[config.mk]
export PLATFORM = sky130hd
export DESIGN_NAME = hbt_ctrl
export DESIGN_NICKNAME = d
export VERILOG_FILES = /design/src/design/hbt_pkg.sv /design/src/design/hbt_ctrl.sv
export SDC_FILE = /design/constraint.sdc
export NUM_CORES = 1
export LEC_CHECK = 0
export BUFFER_PORTS_ARGS = -buffer_cell sky130_fd_sc_hd__buf_2
export CORE_AREA = 2 2 39 41
export DETAILED_ROUTE_END_ITERATION = 16
export DIE_AREA = 0 0 41 43
export SLEW_MARGIN = 20
export SYNTH_ARGS = -nofsm -noshare
export SYNTH_HDL_FRONTEND = slang
export SYNTH_SLANG_ARGS = --single-unit
[constraint.sdc]
create_clock -name clk -period 2.1 [get_ports clk]
set_input_delay 0.315 -clock clk [delete_from_list [all_inputs] [get_ports clk]]
set_output_delay 0.315 -clock clk [all_outputs]
set_load 0.05 [all_outputs]
[src/design/hbt_pkg.sv]
// hbt_pkg: shared constants, controller states and command/status structs
// for the bright-level histogram threshold block
// no dependencies
package hbt_pkg;

    localparam int HbtBins      = 256;
    localparam int HbtCountBits = 21;
    localparam int PixelBits    = 8;
    localparam int LevelBits    = 8;
    localparam int SumBits      = 22;
    localparam int BudgetBits   = 21;
    localparam int ApbDataBits  = 32;
    localparam int ApbAddrBits  = 3;

    localparam logic [BudgetBits-1:0] BudgetReset = BudgetBits'(628);

    typedef enum logic [1:0] {
        ST_ACCUM,
        ST_DRAIN,
        ST_SCAN,
        ST_EMIT
    } hbt_state_t;

    // controller to datapath
    typedef struct packed {
        logic acc_en;      // pixel item taken this cycle
        logic scan_init;   // reset scan pointer and running sum
        logic scan_en;     // scan results may be evaluated
        logic scan_rd;     // issue one bin read of the scan
        logic load_out;    // move the found level into the output register
        logic clear_hist;  // drop all bins for the next frame
    } hbt_cmd_t;

    // datapath to controller
    typedef struct packed {
        logic wr_pend;     // a bin update is still in flight
        logic scan_more;   // bins left to read
        logic scan_done;   // level found or bottom bin reached
        logic out_free;    // output register can take a level
    } hbt_sts_t;

endpackage

[src/design/hbt_ctrl.sv]
// hbt_ctrl: frame sequencer (accumulate, drain, scan, emit)
// depends on hbt_pkg
module hbt_ctrl (
    input  logic              clk,
    input  logic              rst_n,
    input  logic              s_tvalid,
    input  logic              s_tlast,
    output logic              s_tready,
    input  hbt_pkg::hbt_sts_t sts,
    output hbt_pkg::hbt_cmd_t cmd
);
    import hbt_pkg::*;

    hbt_state_t state_reg;
    hbt_state_t state_next;

    always_ff @(posedge clk or negedge rst_n)
    begin
        if (!rst_n)
        begin
            state_reg <= ST_ACCUM;
        end
        else
        begin
            state_reg <= state_next;
        end
    end

    always_comb
    begin
        state_next = state_reg;
        cmd        = '0;
        s_tready   = 1'b0;
        unique case (state_reg)
            ST_ACCUM:
            begin
                s_tready   = 1'b1;
                cmd.acc_en = s_tvalid;
                if (s_tvalid && s_tlast)
                begin
                    state_next = ST_DRAIN;
                end
            end
            ST_DRAIN:
            begin
                // last bin update lands this cycle
                cmd.scan_init = 1'b1;
                state_next    = ST_SCAN;
            end
            ST_SCAN:
            begin
                cmd.scan_en = 1'b1;
                cmd.scan_rd = sts.scan_more;
                if (sts.scan_done)
                begin
                    state_next = ST_EMIT;
                end
            end
            ST_EMIT:
            begin
                if (sts.out_free)
                begin
                    cmd.load_out   = 1'b1;
                    cmd.clear_hist = 1'b1;
                    state_next     = ST_ACCUM;
                end
            end
            default:
            begin
                state_next = ST_ACCUM;
            end
        endcase
    end

`ifndef SYNTH
    a_last_blocks_input: assert property (@(posedge clk) disable iff (!rst_n)
        (s_tvalid && s_tready && s_tlast) |=> !s_tready)
        else $error("item taken right after end of frame");

    a_load_needs_room: assert property (@(posedge clk) disable iff (!rst_n)
        cmd.load_out |-> sts.out_free)
        else $error("level loaded over an untaken result");

    a_clear_after_writes: assert property (@(posedge clk) disable iff (!rst_n)
        cmd.clear_hist |-> !sts.wr_pend)
        else $error("histogram cleared with a bin update in flight");

    a_scan_not_in_accum: assert property (@(posedge clk) disable iff (!rst_n)
        cmd.scan_rd |-> !cmd.acc_en)
        else $error("scan read collides with pixel read");
`endif

endmodule

; Yosys cells after proc, flatten, opt, wreduce, memory -nomap -nowiden
; Cells that the tools add are included.
[word_totals]
ff_bits = 2
in_bits = 8
word_cells = 20
[op_classes]
n_eq_ne = 6
n_mux = 10
n_reduce_logical = 3
[op_table]
columns = cell, count
row1 = 2-to-1 mux 2 bit, 6
row2 = one-hot mux 2 bit (4 select lines), 1
row3 = inequality test 2 bit (second input constant), 3
row4 = == test 2 bit (second input constant), 2
row5 = 2-to-1 mux 1 bit, 3
row6 = AND reduction 3 bit, 1
row7 = == test 2 x 1 -> 1 bit (second input constant), 1
row8 = logical NOT 2 bit, 1
row9 = logical AND 1 bit, 1

; Depth between registers and ports, before layout
[logic_depth]
depth_word = 3
depth_mapped = 4
mapped_depth_nobuf = 4

; Worst setup path after synthesis
; OpenSTA, ideal clock, no wires.
[synth_timing]
path_type = reg2out
start = register state_reg[0]
end = output cmd[2] (netlist name)
arrival_time_ns = 1.506
t_required_ns = 1.785
slack_ns = 0.279
path_stages_with_launch = 4
n_path_buf = 0
cell_sequence = dfrtp_1 inv_1 ha_1 and2_1
[synth_lines]
columns = element, line
row1 = from (decl), hbt_ctrl.sv:14  ; hbt_state_t state_reg;
row2 = from (signal assigned), hbt_ctrl.sv:25  ; state_reg <= state_next;
row3 = to (decl), hbt_ctrl.sv:10  ; output hbt_pkg::hbt_cmd_t cmd

; Worst setup path in the final report
[layout_timing]
start = register state_reg[0]
end = register state_reg[1]
[layout_via]
elab_chain_len = 3
elab_cells_between_ends = 9
[layout_lines]
columns = element, line
row1 = == test 2 bit / logical NOT 2 bit (equally long branches), hbt_ctrl.sv:34  ; unique case (state_reg)
row2 = inequality test 2 bit (no line), --
row3 = AND reduction 3 bit (no line), --
; Parallel ways exist; a longest one is shown, timed or not.
; A chain may end at the register's enable or synchronous reset.

==> impl_metrics.ini <==
[outcome]
status = finished clean

[cts]
post-cts-setup-buffers = 0
cts.htree.levels = 1
clock_sinks = 2
clk_path_buf_depth = 2
cts_tree = yes
clock_latency_ns = 0.22
clk_pin_slew_ns = 0.03
cts_buffers = 3
cts_root_buf = clkbuf_4

[route]
first_pass_iters = 4
antenna_left = 0
wl_per_cell_um = 7.46
drtIter0Drc = 2
totalWireLength_um = 388
vias = 182
via_per_inst = 3.50
drc = 0

[die]
ios = 15
fp.dieH_um = 43
rows = 14
core_region_area_um2 = 1380
die_x_um = 41
die_area_um2 = 1760
initial_core_util_pct = 13.9

[global_route]
grt_max_degree = 5
grt_pass1_wl_um = 545
grtUsageTotal_pct = 5.22
grt_overflow = 0
grt_antenna_before_repair = 0
grt_pass1_vias = 165

[synth]
synth_nets = 33
synth_common_cells = ha_1, inv_1, and2_1
synth_most_common_cell = ha_1
seq_area_frac_synth_pct = 26.0
synth_ff_type = dfrtp_1
ys_top_cells_by_area = ha_1, dfrtp_1, and2_1, inv_1, mux2_1
synth_top_cell_area_share_pct = 32.5
ys_async_sr_fraction_pct = 100
syn_area_um2 = 193
synth_seq_cells = 2
avgSynthCellArea_um2 = 9.63
ys_types = 10
yosysTopAreaCell = ha_1
synth_edf_count = 0
synth_cells = 20
yosysWarnings = 0

[finish]
drive_gt1_share_pct = 44.4
syn_to_final_growth_pct = 57.1
fillers = 163
largest_reg_flops = 2
n_antenna_cell = 0
final_nets = 51

[timing]
hold_ws_ns = 0.407
finalClockSkew_ns = 0.00232
setup_viol_count_final = 0
tightest_slew_ns = 0.462
hold_violations = 0
final.setup.tns_ns = 0
finalCritPeriodShare_pct = 79.3
grt_setup_unrepaired = false
drv_slew = 0
max_freq_mhz = 600
max_slew_margin_pct = 69.2
period_needed_ns = 1.67

[critical_path]
critPathArrivalTime_ns = 1.77
startpoint_type = register
reg2regPathDepth = 4
r2r_end = state_reg[1]
endpoint_kind = register
crit_type = register to register
r2r_start = state_reg[0]
regToRegSetupSlack_ns = 0.43
cp_max_fo = 4
cp.required_ns = 2.20

[placement]
gp_congestion = 0.544
portBuffers = 13

[run]
maxCapViolations = 0

[min_path]
min_path_type = input pin to async pin
cells in the final DEF, fill, tap and decap left out, drive strengths merged:
master        n
a222oi        1
and2          3
buf          13
clkbuf        3
dfrtp         2
dlygate4sd3   1
ha            5
inv           4
mux2          1
mux2i         1
nand2         1
nor2          1
through the flow:
stage          cells  setup WS [ns]  util [%]  instance area [um2]
2_1_floorplan     20          0.279         -                  193
3_3_place_gp      48          0.426      19.5                  270
3_5_place_dp      48          0.391      19.5                  270
4_1_cts           52          0.391      21.9                  303
5_1_grt           52          0.302      21.9                  303
6_report          52          0.434      21.9                  303
worst max path at each step:
stage | cells past startpoint | end | from
floorplan | 3 | cmd[2] | state_reg[0]
global placement | 4 | state_reg[1] | state_reg[0]
detailed placement | 4 | state_reg[1] | state_reg[0]
CTS | 4 | state_reg[1] | state_reg[0]
global route | 4 | state_reg[1] | state_reg[0]
finish | 4 | state_reg[1] | state_reg[0]
routing by layer:
| layer | share of wire, % | vias up | GRT usage, % | wire [um] |
|---|---|---|---|---|
| li1 | - | 95 | - | - |
| met1 | 37 | 77 | 3.86 | 145 |
| met2 | 52 | 10 | 7.81 | 200 |
| met3 | 11 | 0 | 1.57 | 42 |
| met4 | 0 | 0 | 8.00 | 0 |
| met5 | 0 | - | 0 | 0 |
cells by family (layout without fill, tap and decap cells):
group                    count (synthesis)  after routing  share of synthesized area [%]
AND/OR/NAND/NOR                          5              5                           13.6
flip-flops                               2              2                           26.0
multiplexers                             2              2                           11.0
buffers and inverters                    5             21                           11.7
AO/OA/AOI/OAI                            1              1                           5.20
adder cells (fa/ha/maj)                  5              5                           32.5
repair_timing:
action / in CTS / in global routing
hold buffers: 1 / 0
endpoints found under the hold margin: 2 / 0
endpoints found under the setup margin: 0 / 0
gates resized for setup: 0 / 0
area by class of cell:
| class | instances | area (um2) | area share (%) |
|---|---|---|---|
| flip-flops and latches | 2 | 50.0 | 16.5 |
| multi-input cells | 13 | 120 | 39.7 |
| clock buffers | 3 | 22.5 | 7.44 |
| well taps | 16 | 20.0 | 6.61 |
| inverters | 4 | 15.0 | 4.96 |
| repair buffers | 14 | 75.1 | 24.8 |
worst max-delay path, stage by stage (launching register included):
cell      delay [ns]
dfrtp_1         0.36
inv_1           0.09
ha_1            0.24
a222oi_1        0.47
mux2_1          0.37
Power is not shown: default switching activity piles up to over one toggle a cycle in this logic, so the estimate is an artifact.
