$ cat src/design/hbt_pkg.sv
// hbt_pkg: shared constants, controller states and command/status structs
// for the bright-level histogram threshold block
// no dependencies
package hbt_pkg;

    localparam int HbtBins      = 256;
    localparam int HbtCountBits = 21;
    localparam int PixelBits    = 8;
    localparam int LevelBits    = 8;
    localparam int SumBits      = 22;
    localparam int BudgetBits   = 21;
    localparam int ApbDataBits  = 32;
    localparam int ApbAddrBits  = 3;

    localparam logic [BudgetBits-1:0] BudgetReset = BudgetBits'(628);

    typedef enum logic [1:0] {
        ST_ACCUM,
        ST_DRAIN,
        ST_SCAN,
        ST_EMIT
    } hbt_state_t;

    // controller to datapath
    typedef struct packed {
        logic acc_en;      // pixel item taken this cycle
        logic scan_init;   // reset scan pointer and running sum
        logic scan_en;     // scan results may be evaluated
        logic scan_rd;     // issue one bin read of the scan
        logic load_out;    // move the found level into the output register
        logic clear_hist;  // drop all bins for the next frame
    } hbt_cmd_t;

    // datapath to controller
    typedef struct packed {
        logic wr_pend;     // a bin update is still in flight
        logic scan_more;   // bins left to read
        logic scan_done;   // level found or bottom bin reached
        logic out_free;    // output register can take a level
    } hbt_sts_t;

endpackage

$ cat src/design/hbt_cfg.sv
// hbt_cfg: apb register file holding the pixel budget
// depends on hbt_pkg
module hbt_cfg (
    input  logic                                clk,
    input  logic                                rst_n,
    input  logic                                psel,
    input  logic                                penable,
    input  logic                                pwrite,
    input  logic [hbt_pkg::ApbAddrBits-1:0]     paddr,
    input  logic [hbt_pkg::ApbDataBits-1:0]     pwdata,
    output logic [hbt_pkg::ApbDataBits-1:0]     prdata,
    output logic                                pready,
    output logic [hbt_pkg::BudgetBits-1:0]      pixel_budget
);
    import hbt_pkg::*;

    logic [BudgetBits-1:0] budget_reg;
    logic                  wr_en;

    // register 0 at byte offset 0, anything at offset 4 is ignored
    assign wr_en  = psel && penable && pwrite && !paddr[2];
    assign pready = 1'b1;

    always_ff @(posedge clk or negedge rst_n)
    begin
        if (!rst_n)
        begin
            budget_reg <= BudgetReset;
        end
        else if (wr_en)
        begin
            budget_reg <= pwdata[BudgetBits-1:0];
        end
    end

    always_comb
    begin
        prdata = '0;
        if (!paddr[2])
        begin
            prdata = ApbDataBits'(budget_reg);
        end
    end

    assign pixel_budget = budget_reg;

endmodule

$ cat config.mk
export PLATFORM = sky130hd
export DESIGN_NAME = hbt_cfg
export DESIGN_NICKNAME = d
export VERILOG_FILES = /design/src/design/hbt_pkg.sv /design/src/design/hbt_cfg.sv
export SDC_FILE = /design/constraint.sdc
export NUM_CORES = 1
export LEC_CHECK = 0
export BUFFER_PORTS_ARGS = -buffer_cell sky130_fd_sc_hd__buf_4
export CORE_UTILIZATION = 26
export DETAILED_ROUTE_END_ITERATION = 12
export GPL_TIMING_DRIVEN = 0
export PLACE_DENSITY = 0.67
export SLEW_MARGIN = 10
export SYNTH_ARGS = -nofsm -noshare
export SYNTH_HDL_FRONTEND = slang
export SYNTH_SLANG_ARGS = --single-unit
$ cat constraint.sdc
create_clock -name clk -period 1.05 [get_ports clk]
set_input_delay 0.105 -clock clk [delete_from_list [all_inputs] [get_ports clk]]
set_output_delay 0.105 -clock clk [all_outputs]
set_load 0.01 [all_outputs]
# [After elaboration in Yosys (flattened, before gate mapping)]
# Cells that the tools add are included.
[totals] input_bits=40 reg_bits=21
[op_classes] reduce_logical=4 n_mux=1
[op_table] operator="2-to-1 mux 21 bit" count=1
[op_table] operator="logical AND 1 bit" count=3
[op_table] operator="logical NOT 1 bit" count=1

# [Longest topological paths before layout]
# Gate-level depths: netlist of the first run.
[logic_depth] word_depth=3 mapped_depth=3 mapped_depth_nobuf=2

# [Worst setup path after synthesis of the first run]
# No wires, ideal clock.
[synth_path] path_kind="reg2out" from="register budget_reg[2], in the netlist pixel_budget[2]" to="output port prdata[2] in the netlist's numbering" path_stages_with_launch=2 setup_slack_ns=0.187 t_arrival_ns=0.758 n_path_buf=0 cell_sequence="dfstp_2 > nor2b_1"
[synth_via] elab_chain_len=1
[synth_lines] element="from (decl)" line_no="hbt_cfg.sv:17" text="logic [BudgetBits-1:0] budget_reg;"
[synth_lines] element="from (signal assigned)" line_no="hbt_cfg.sv:28" text="budget_reg <= BudgetReset;"
[synth_lines] element="from (signal assigned)" line_no="hbt_cfg.sv:32" text="budget_reg <= pwdata[BudgetBits-1:0];"
[synth_lines] element="2-to-1 mux 21 bit" line_no="hbt_cfg.sv:39" text="if (!paddr[2])"
[synth_lines] element="to (decl)" line_no="hbt_cfg.sv:11" text="output logic [hbt_pkg::ApbDataBits-1:0] prdata,"
# No other way between the ends.

# [Worst setup path in the final report of the first run]
# Same ends and word-level chain as after synthesis.

==> summary.md, run 1 <==
| Metric | Value |
|---|---|
| Status | finished with violations |
| Failing checks | setup timing |
| Clk buf depth | 2 |
| Largest net degree at the start of global routing | 22 |
| ANT cells | 0 |
| Vias in the first global route | 882 |
| Slowest stage delay, CP | 0.55 ns |
| Worst endpoint required time | 0.94 ns |
| Num CTS Buffers | 3 |
| Clk sinks | 21 |
| Initial DRC count | 9 |
| Max FFs per register | 21 |
| Die X-Extent | 67.8 um |
| Maximum vdd drop | 0.669 mV |
| CP Max Fanout | 2 |
| Yosys warns | 0 |
| Max frequency | 858 MHz |
| Post-DP HPWL | 1.90 mm |
| Die ar. | 4600 sq um |
| Total grt overflow | 0 |
| Sw Ratio | 27.4% |
| Via Count | 976 |
| Starting Density | 27.6% |
| Synthesized area | 1130 sq um |
| Worst min-delay path class | input pin to flop |
| Setup Skew | 0 ns |
| Synth-to-Final Area Change | 87.3% |
| GR Layer Usage met3 | 3.50% |
| Pre-CTS setup slack | 0.0107 ns |
| CP max-delay cell | dfstp_2 |
| Critical-path cell list | nor2b_4 > buf_6 |
| CTS tree | done |
| Sw power | 0.000912 W |
| Crit start category | flop |
| Clock-pin slew on the worst setup and hold paths | 0.08 ns |
| Routed WL | 2.76 mm |
| Core area | 4090 sq um |
| Wire per inst | 11.4 um |
| R2R Setup Slk | 0.03 ns |
| Filler instances | 370 |
| Internal | 0.00241 W |
| Commonest non-fill, non-tap cells in the layout | buf_4, buf_6, mux2_4, nor2b_1, dfrtp_1 |
| Met1 Track Usage GR | 13.8% |
| Share of post-route cells with drive strength above 1 | 76.0% |
| Met2 Resource Use GR | 20.9% |
| Fin. Hold Viols | 0 |
| Worst EP arrival | 1.06 ns |
| Nets@finish | 233 |
| Minimum clock period after layout | 1.17 ns |
| Unrepaired setup endpoints after global routing | yes |
| Unique masters post-synth | 10 |
| Die H | 67.8 um |
| Clk pwr share | 15.9% |
| Most Crowded Layer GR | met2 |
| Final hold slack | 0.0699 ns |
| Via-to-Cell Ratio | 4.03 |
| Initial antenna violation count | 0 |
| Sequential area share after synthesis | 47.2% |
| Row cnt | 23 |
| Max-Cap Viols | 0 |
| Final core occ | 51.6% |
| Period utilization | 111% |
| PortBufs | 68 |
| Final setup fails | 14 |
| PwrDens | 1580 nW/um^2 |
| Slew Limit Fails | 0 |
| Comb power frac | 49.7% |
| Clk Latency, worst-skew pair | 0.26 ns |
| Part of the power in registers | 34.5% |
| DRC | 0 |
| First-pass GRT wire length | 3.98 mm |
| Top-Level Pins | 94 |
| FF+latch count, synth | 21 |
| Fin worst setup slack | -0.116 ns |
| Crit Path Class | flop to output pin |
| Routability cong. | 0.673 |
| Syn Inst Count | 82 |
| Post-DRT Antenna Nets | 0 |
| Commonest non-fill, non-tap cell in the layout | buf_4 |
| H-tree depth | 1 |
| Pleak | 1.16 nW |
| GRT Util Overall | 11.8% |
| 1st-pass router iterations | 2 |
| Root buffer cell | clkbuf_8 |
| Avg Inst Size Synth | 13.7 sq um |
| Crit. End Element | output pin |
## metrics by stage
step / setup TNS [ns] / total power [W] / cell area [sq um] / cells
5_1_grt: -1.82 / 0.00352 / 2110 / 242
6_report: -0.833 / 0.00332 / 2110 / 242
3_5_place_dp: 0 / 0.00231 / 1740 / 210
4_1_cts: -0.996 / 0.00313 / 1960 / 235
2_1_floorplan: 0 / 0.00172 / 1160 / 92
3_3_place_gp: 0 / 0.00230 / 1740 / 210
## what timing repair did
item | in CTS | in global routing
hold buffers | 1 | 0
setup buffers | 20 | 7
resized for setup | 4 | 25
hold endpoints to repair | 21 | 0
endpoints found under the setup margin | 20 | 30
cloned | 0 | 0
## worst max-delay path: cells and delay by family, from the launching register on
family | cells | cell delay, ns
buffers and inverters | 1 | 0.11
flip-flops | 1 | 0.55
AND/OR/NAND/NOR | 1 | 0.14
## synth_stat cells, drive strengths merged
library cell / n / area [sq um]
buf: 14 / 113
clkbuf: 2 / 7.51
conb: 2 / 7.51
dfrtp: 16 / 400
dfstp: 5 / 131
mux2: 21 / 312
nand4b: 1 / 23.8
nor2b: 21 / 131
## kinds of logic after synthesis
kind of cell           count (synthesis)  share of synthesized area [%]
other                                  2                          0.667
multiplexers                          21                           27.7
AND/OR/NAND/NOR                       22                           13.8
buffers and inverters                 16                           10.7
flip-flops                            21                           47.2
## layout make-up
class / instances / area (sq um) / area share (%)
plain buffers: 16 / 121 / 5.75
clock buffers: 3 / 41.3 / 1.96
clock inverters: 1 / 5.00 / 0.237
multi-input cells: 55 / 549 / 26.0
flip-flops and latches: 21 / 532 / 25.2
well taps: 50 / 62.6 / 2.97
repair buffers: 96 / 798 / 37.8
## power by group through the flow
stage	registers, W	logic, W	clock network [W]
detailed placement	0.00117	0.00114	0
floorplan	0.00123	0.000487	0
global route	0.00117	0.00176	0.000598
global placement	0.00117	0.00112	0
finish	0.00115	0.00165	0.000528
CTS	0.00113	0.00144	0.000553
## worst paths after layout
kind / from / end / cells after the start
max in group asynchronous: rst_n / pixel_budget[9] / 2
min in group asynchronous: rst_n / pixel_budget[1] / 2
max: pixel_budget[2] / prdata[2] / 2
min: pwdata[1] / pixel_budget[1] / 2
min reg2reg: pixel_budget[3] / pixel_budget[3] / 1
max reg2reg: pixel_budget[9] / pixel_budget[9] / 4
## routing by layer
metal	part of all wire, %	up-vias
met5	0	-
met4	0.51	0
met3	9.9	2
met2	49	61
met1	40	451
li1	-	462
No activity file was read; power rests on OpenSTA's default activity.
==> run 2, diff against run 1 <==
--- a/config.mk
+++ b/config.mk
@@ -6,11 +6,11 @@
 export NUM_CORES = 1
 export LEC_CHECK = 0
 export BUFFER_PORTS_ARGS = -buffer_cell sky130_fd_sc_hd__buf_4
-export CORE_UTILIZATION = 26
+export CORE_UTILIZATION = 41
 export DETAILED_ROUTE_END_ITERATION = 12
 export GPL_TIMING_DRIVEN = 0
-export PLACE_DENSITY = 0.67
-export SLEW_MARGIN = 10
+export PLACE_DENSITY = 0.94
+export SLEW_MARGIN = 20
 export SYNTH_ARGS = -nofsm -noshare
 export SYNTH_HDL_FRONTEND = slang
 export SYNTH_SLANG_ARGS = --single-unit
==> run 2 against run 1 <==
  * The flow still finishes with violations (setup timing)
  * Sequential power hardly changed
  * Global-route usage is 10 points higher
  * Critical path depth stayed put
  * First-iteration DRC count is 22% higher
  * Total power is 6.7% higher
  * Utilization is 37 points higher
  * Maximum frequency is 8.4% lower
  * Setup slack worse by 0.11 ns
  * Sequential share of layout area is 1.6 points lower
  * Routed wire length is 38% higher
  * Critical endpoint unchanged
  * Highest routed layer unchanged
==> summary.md, run 2 (same netlist as run 1, synthesis figures left out) <==
| Metric | Value |
|---|---|
| Met1 Track Usage GR | 23.8% (+10 points) |
| Routability cong. | 0.713 (+6.0%) |
| H-tree depth | 1 (unchanged) |
| Clk sinks | 21 (unchanged) |
| Top-Level Pins | 94 (unchanged) |
| Most Crowded Layer GR | met2 |
| Period utilization | 121% (+10 points) |
| Status | finished with violations |
| Starting Density | 44.2% (+17 points) |
| Initial DRC count | 11 (+2) |
| Finished Cell Area | 2250 sq um (+6.7%) |
| Total grt overflow | 0 (unchanged) |
| Max-Cap Viols | 0 (unchanged) |
| Critical-path cell list | nor2b_4 > buf_6 |
| Crit start category | flop |
| Clk buf depth | 2 (unchanged) |
| Setup Skew | 0 ns (unchanged) |
| Final core occ | 88.4% (+37 points) |
| Post-DP HPWL | 2.10 mm (+10%) |
| PwrDens | 1580 nW/um^2 (about the same) |
| Clock-pin slew on the worst setup and hold paths | 0.12 ns (+0.04 ns) |
| Initial antenna violation count | 0 (unchanged) |
| Fin. Hold Viols | 0 (unchanged) |
| Via-to-Cell Ratio | 4.58 (+14%) |
| First-pass GRT wire length | 4.52 mm (+14%) |
| Worst EP arrival | 1.17 ns (+0.11 ns) |
| Num CTS Buffers | 3 (unchanged) |
| Pre-CTS setup slack | 0.0235 ns (+0.0128 ns) |
| Fin worst setup slack | -0.223 ns (-0.107 ns) |
| Wire per inst | 16.8 um (+47%) |
| Slew Limit Fails | 0 (unchanged) |
| Relative slew slack | 65.7% |
| Routed WL | 3.81 mm (+38%) |
| Unrepaired setup endpoints after global routing | yes |
| Worst min-delay path class | input pin to flop |
| Die H | 54.4 um (-20%) |
| Commonest non-fill, non-tap cells in the layout | buf_4, buf_6, mux2_4, dfrtp_1 |
| Post-DRT Antenna Nets | 0 (unchanged) |
| GR Layer Usage met3 | 6.39% (+2.9 points) |
| Nets@finish | 238 (+2.1%) |
| Pleak | 1.24 nW (+6.5%) |
| ANT cells | 0 (unchanged) |
| Row cnt | 18 (-22%) |
| Vias in the first global route | 1,015 (+15%) |
| Placed Area | 1710 sq um (-1.4%) |
| Die ar. | 2960 sq um (-36%) |
| Max FFs per register | 21 (unchanged) |
| Maximum vdd drop | 1.52 mV (+130%) |
| Share of post-route cells with drive strength above 1 | 81.2% (+5.2 points) |
| Worst endpoint required time | 0.94 ns (about the same) |
| DRC | 0 (unchanged) |
| Minimum clock period after layout | 1.27 ns (+0.107 ns) |
| Slew @ Worst Pin | 0.515 ns |
| 1st-pass router iterations | 4 (+2) |
| Final setup fails | 35 (+21) |
| Failing checks | setup timing |
| Slowest stage delay, CP | 0.58 ns (+0.03 ns) |
| Crit. End Element | output pin |
| Core area | 2540 sq um (-38%) |
| CP Max Fanout | 2 (unchanged) |
| Largest net degree at the start of global routing | 22 (unchanged) |
| Met2 Resource Use GR | 41.5% (+21 points) |
| Root buffer cell | clkbuf_4 |
| Clk Latency, worst-skew pair | 0.30 ns (+0.04 ns) |
| Die X-Extent | 54.4 um (-20%) |
| Commonest non-fill, non-tap cell in the layout | buf_4 |
| CTS tree | done |
| GRT Util Overall | 22.1% (+10 points) |
| CP max-delay cell | dfstp_2 |
| Max frequency | 786 MHz (-8.4%) |
| Synth-to-Final Area Change | 99.9% |
| Via Count | 1,040 (+6.6%) |
| PortBufs | 68 (unchanged) |
| Crit Path Class | flop to output pin |
## run 2: critical path, delay by kind of cell, from the launching register on
family                 cells  cell delay, ns
flip-flops                 1            0.58
AND/OR/NAND/NOR            1            0.17
buffers and inverters      1            0.12
## run 2: cell type report
class / instances / area (sq um)
timing repair buffer: 101 / 926
multi-input combinational: 55 / 607
sequential: 21 / 532
fill: 103 / 294
buffer: 16 / 123
tap: 30 / 37.5
clock buffer: 4 / 26.3
## run 2: repair_timing
item / CTS / global route
endpoints found under the hold margin: 21 / 0
endpoints found under the setup margin: 26 / 37
hold buffers: 1 / 0
resized for setup: 20 / 53
gates cloned: 0 / 0
buffers inserted: 24 / 8
## run 2: routing by layer
layer  routed length [um]  part of all wire, %
met5                    0                    0
met4                   29                 0.76
met3                  285                  7.5
met2                 1980                   52
met1                 1520                   40
## run 2: through the flow
step                      std cells  hold slack, ns  power (W)  setup TNS, ns
after floorplan                  92          -0.191    0.00172              0
after global placement          190        -0.00324    0.00228              0
after detailed placement        190         0.00277    0.00233              0
after CTS                       219          0.0222    0.00313          -2.43
after global routing            227         0.00495    0.00372          -3.88
final                           227          0.0163    0.00355          -2.60
## run 2: path summary, 6_finish.rpt
check / from / depth (start not counted) / slack (ns) / end
hold / removal: pwdata[18] / 2 / 0.02 / pixel_budget[18]
min in group asynchronous: rst_n / 2 / 0.24 / pixel_budget[17]
setup reg to reg: pixel_budget[20] / 3 / 0.01 / pixel_budget[20]
setup / recovery: pixel_budget[2] / 2 / -0.22 / prdata[2]
max in group asynchronous: rst_n / 2 / 0.52 / pixel_budget[6]
hold reg to reg: pixel_budget[15] / 1 / 0.55 / pixel_budget[15]
## run 2: where the power goes
group          switching [W]  leakage [nW]  internal, W
logic               0.000637         0.979      0.00134
registers           0.000153         0.245      0.00102
clock network       0.000251        0.0150     0.000148
==> run 3, diff against run 2 <==
--- a/config.mk
+++ b/config.mk
@@ -6,6 +6,7 @@
 export NUM_CORES = 1
 export LEC_CHECK = 0
 export BUFFER_PORTS_ARGS = -buffer_cell sky130_fd_sc_hd__buf_4
+export CORE_MARGIN = 2
 export CORE_UTILIZATION = 41
 export DETAILED_ROUTE_END_ITERATION = 12
 export GPL_TIMING_DRIVEN = 0
@@ -14,3 +15,4 @@
 export SYNTH_ARGS = -nofsm -noshare
 export SYNTH_HDL_FRONTEND = slang
 export SYNTH_SLANG_ARGS = --single-unit
+export TNS_END_PERCENT = 1
==> run 3 against run 2 <==
  * The run still ends with setup timing left
  * Worst hold slack gained 0.013 ns
  * Combinational power decreased by 33%
  * Non-clock buffer count fell by 27
  * Sequential power barely moved
  * Final area decreased by 17%
  * Global-route usage fell by 3.5 points
  * Setup slack improved by 0.039 ns
  * Sequential cell count stayed put
  * Sequential share of layout area grew 4.9 points
  * Clock skew unchanged
  * Clock power is 3% lower
  * Critical endpoint unchanged
  * Largest cell class unchanged
  * Largest power group unchanged
==> summary.md, run 3 (same netlist as run 1, synthesis figures left out) <==
| Metric | Value |
|---|---|
| Worst hold path depth | 2 (unchanged) |
| Fin. Hold Viols | 0 (unchanged) |
| Fin worst setup slack | -0.184 ns (+0.0393 ns) |
| PwrDens | 1540 nW/um^2 (-2.3%) |
| R2r startpoint | pixel_budget[2] |
| Commonest non-fill, non-tap cells in the layout | buf_4, mux2_4, dfrtp_1, nor2b_1 |
| Sw power | 0.000846 W (-19%) |
| Die H | 56.4 um (+3.7%) |
| Internal | 0.00203 W (-19%) |
| Crit Path Class | flop to output pin |
| Commonest non-fill, non-tap cell in the layout | buf_4 |
| Relative slew slack | 66.5% (+0.79 points) |
| Slowest stage delay, CP | 0.57 ns (about the same) |
| 1st-pass router iterations | 4 (unchanged) |
| Synth-to-Final Area Change | 65.7% |
| Worst EP arrival | 1.13 ns (-0.04 ns) |
| Slew Limit Fails | 0 (unchanged) |
| Part of the power in registers | 40.4% (+7.4 points) |
| Largest net degree at the start of global routing | 22 (unchanged) |
| DRC | 0 (unchanged) |
| R2r endpoint | pixel_budget[2] |
| Initial DRC count | 10 (-1) |
| Num CTS Buffers | 3 (unchanged) |
| Crit. End Element | output pin |
| H-tree depth | 1 (unchanged) |
| Status | finished with violations |
| Worst hold endpoint | pixel_budget[19] |
| Top-Level Pins | 94 (unchanged) |
| Sw Ratio | 29.5% (+0.12 points) |
| Starting Density | 41.9% (-2.3 points) |
| Critical-path cell list | nor2b_4 > buf_6 |
| Failing checks | setup timing |
| Comb power frac | 46.1% (-9.6 points) |
| Total grt overflow | 0 (unchanged) |
| Worst min-delay path class | input pin to flop |
| R2R Setup Slk | 0.19 ns (+0.18 ns) |
| Pre-CTS setup slack | 0.0166 ns (-0.00689 ns) |
| Post-DRT Antenna Nets | 0 (unchanged) |
| Pleak | 1.03 nW (-17%) |
| Root buffer cell | clkbuf_4 |
| Clk buf depth | 2 (unchanged) |
| Wire per inst | 14.1 um (-16%) |
| CTS tree | done |
| Die ar. | 3180 sq um (+7.5%) |
| R2R cell count | 2 (-1) |
| Minimum clock period after layout | 1.23 ns (-0.0393 ns) |
| Hold Crit Start | pwdata[19] |
| Clk sinks | 21 (unchanged) |
| Max-Cap Viols | 0 (unchanged) |
| PortBufs | 68 (unchanged) |
| Die X-Extent | 56.4 um (+3.7%) |
| Setup Skew | 0 ns (unchanged) |
| Buf/Inv on CP | 1 (unchanged) |
| Routed WL | 2.84 mm (-25%) |
| Max frequency | 811 MHz (+3.2%) |
| CP max-delay cell | dfstp_2 |
| Clock-pin slew on the worst setup and hold paths | 0.12 ns (about the same) |
| Setup_tns | -2.36 ns (+0.246 ns) |
| Post-DP HPWL | 2.12 mm (+0.95%) |
| Unrepaired setup endpoints after global routing | yes |
| Max FFs per register | 21 (unchanged) |
| Row cnt | 19 (+1) |
| Final setup fails | 26 (-26%) |
| Clk pwr share | 13.5% (+2.2 points) |
| ANT cells | 0 (unchanged) |
| CP Max Fanout | 2 (unchanged) |
| Nets@finish | 211 (-11%) |
| Cell family with most CP delay | flip-flops |
| Core area | 2690 sq um (+5.6%) |
| First-pass GRT wire length | 4.61 mm (+2.0%) |
| Clk Latency, worst-skew pair | 0.29 ns (about the same) |
| Crit start category | flop |
| GRT Util Overall | 18.6% (-3.5 points) |
| Via-to-Cell Ratio | 4.53 (-1.2%) |
| Worst endpoint required time | 0.94 ns (about the same) |
| Period utilization | 117% (-3.7 points) |
| Share of post-route cells with drive strength above 1 | 72.9% (-8.3 points) |
| Via Count | 910 (-13%) |
| Slew @ Worst Pin | 0.503 ns (-0.0119 ns) |
| Initial antenna violation count | 0 (unchanged) |
| Maximum vdd drop | 1.13 mV (-25%) |
| Vias in the first global route | 969 (-4.5%) |
| Routability cong. | 0.655 (-8.2%) |
==> run 3: cell types whose count changed in the layout (fill, tap and decap cells not counted) <==
cell	previous run	this run
clkbuf_1	1	2
buf_4	68	75
nor2b_2	2	1
buf_6	46	12
clkbuf_2	2	1
nor2b_1	7	15
nor2b_4	12	5
==> run 3: worst max-delay path by stage <==
stage / start / endpoint / slack [ns] / depth (start not counted)
2_1_floorplan: pixel_budget[2] / prdata[2] / 0.19 / 1
3_3_place_gp: paddr[2] / pixel_budget[12] / 0.04 / 4
3_5_place_dp: paddr[2] / pixel_budget[7] / 0.02 / 4
4_1_cts: pixel_budget[2] / prdata[2] / -0.17 / 2
5_1_grt: pixel_budget[2] / prdata[2] / -0.25 / 2
6_report: pixel_budget[2] / prdata[2] / -0.18 / 2
==> run 3: through the flow <==
stage          utilization, %  cell area (sq um)  hold slack [ns]  power (W)  cells
2_1_floorplan               -               1160           -0.191    0.00172     92
3_3_place_gp             63.8               1710         -0.00302    0.00228    191
3_5_place_dp             63.8               1710          0.00511    0.00233    191
4_1_cts                  68.1               1830           0.0218    0.00284    201
5_1_grt                  69.4               1870           0.0111    0.00302    201
6_report                 69.4               1870           0.0288    0.00287    201
==> run 3: final cells by class <==
type                            instances  area, sq um
Multi-Input combinational cell         55          552
Timing Repair Buffer                   74          596
Fill cell                             190          821
Buffer                                 16          121
Tap cell                               31         38.8
Sequential cell                        21          532
Clock buffer                            4         26.3
==> run 3: routing by layer <==
layer | part of all wire, % | routed length (um) | global-route usage [%]
met1 | 35 | 997 | 20.3
met2 | 53 | 1510 | 34.1
met3 | 10 | 295 | 5.30
met4 | 1.4 | 41 | 6.46
met5 | 0 | 0 | 0
==> run 3: power groups by stage <==
| stage | registers [W] | clock network (W) | logic, W |
|---|---|---|---|
| after floorplan | 0.00123 | 0 | 0.000487 |
| after global placement | 0.00116 | 0 | 0.00112 |
| after detailed placement | 0.00117 | 0 | 0.00115 |
| after CTS | 0.00115 | 0.000400 | 0.00129 |
| after global routing | 0.00118 | 0.000434 | 0.00140 |
| final | 0.00116 | 0.000389 | 0.00132 |
==> run 3: repair_timing <==
action / in CTS / in global routing
hold endpoints to repair: 21 / 0
setup buffers: 5 / 0
gates resized for setup: 11 / 9
setup endpoints to repair: 26 / 26
hold buffers: 1 / 0
==> run 3: worst reg2reg max path, stage by stage, from the launching register on <==
cell	delay (ns)
dfstp_2	0.57
buf_4	0.12
mux2_4	0.13
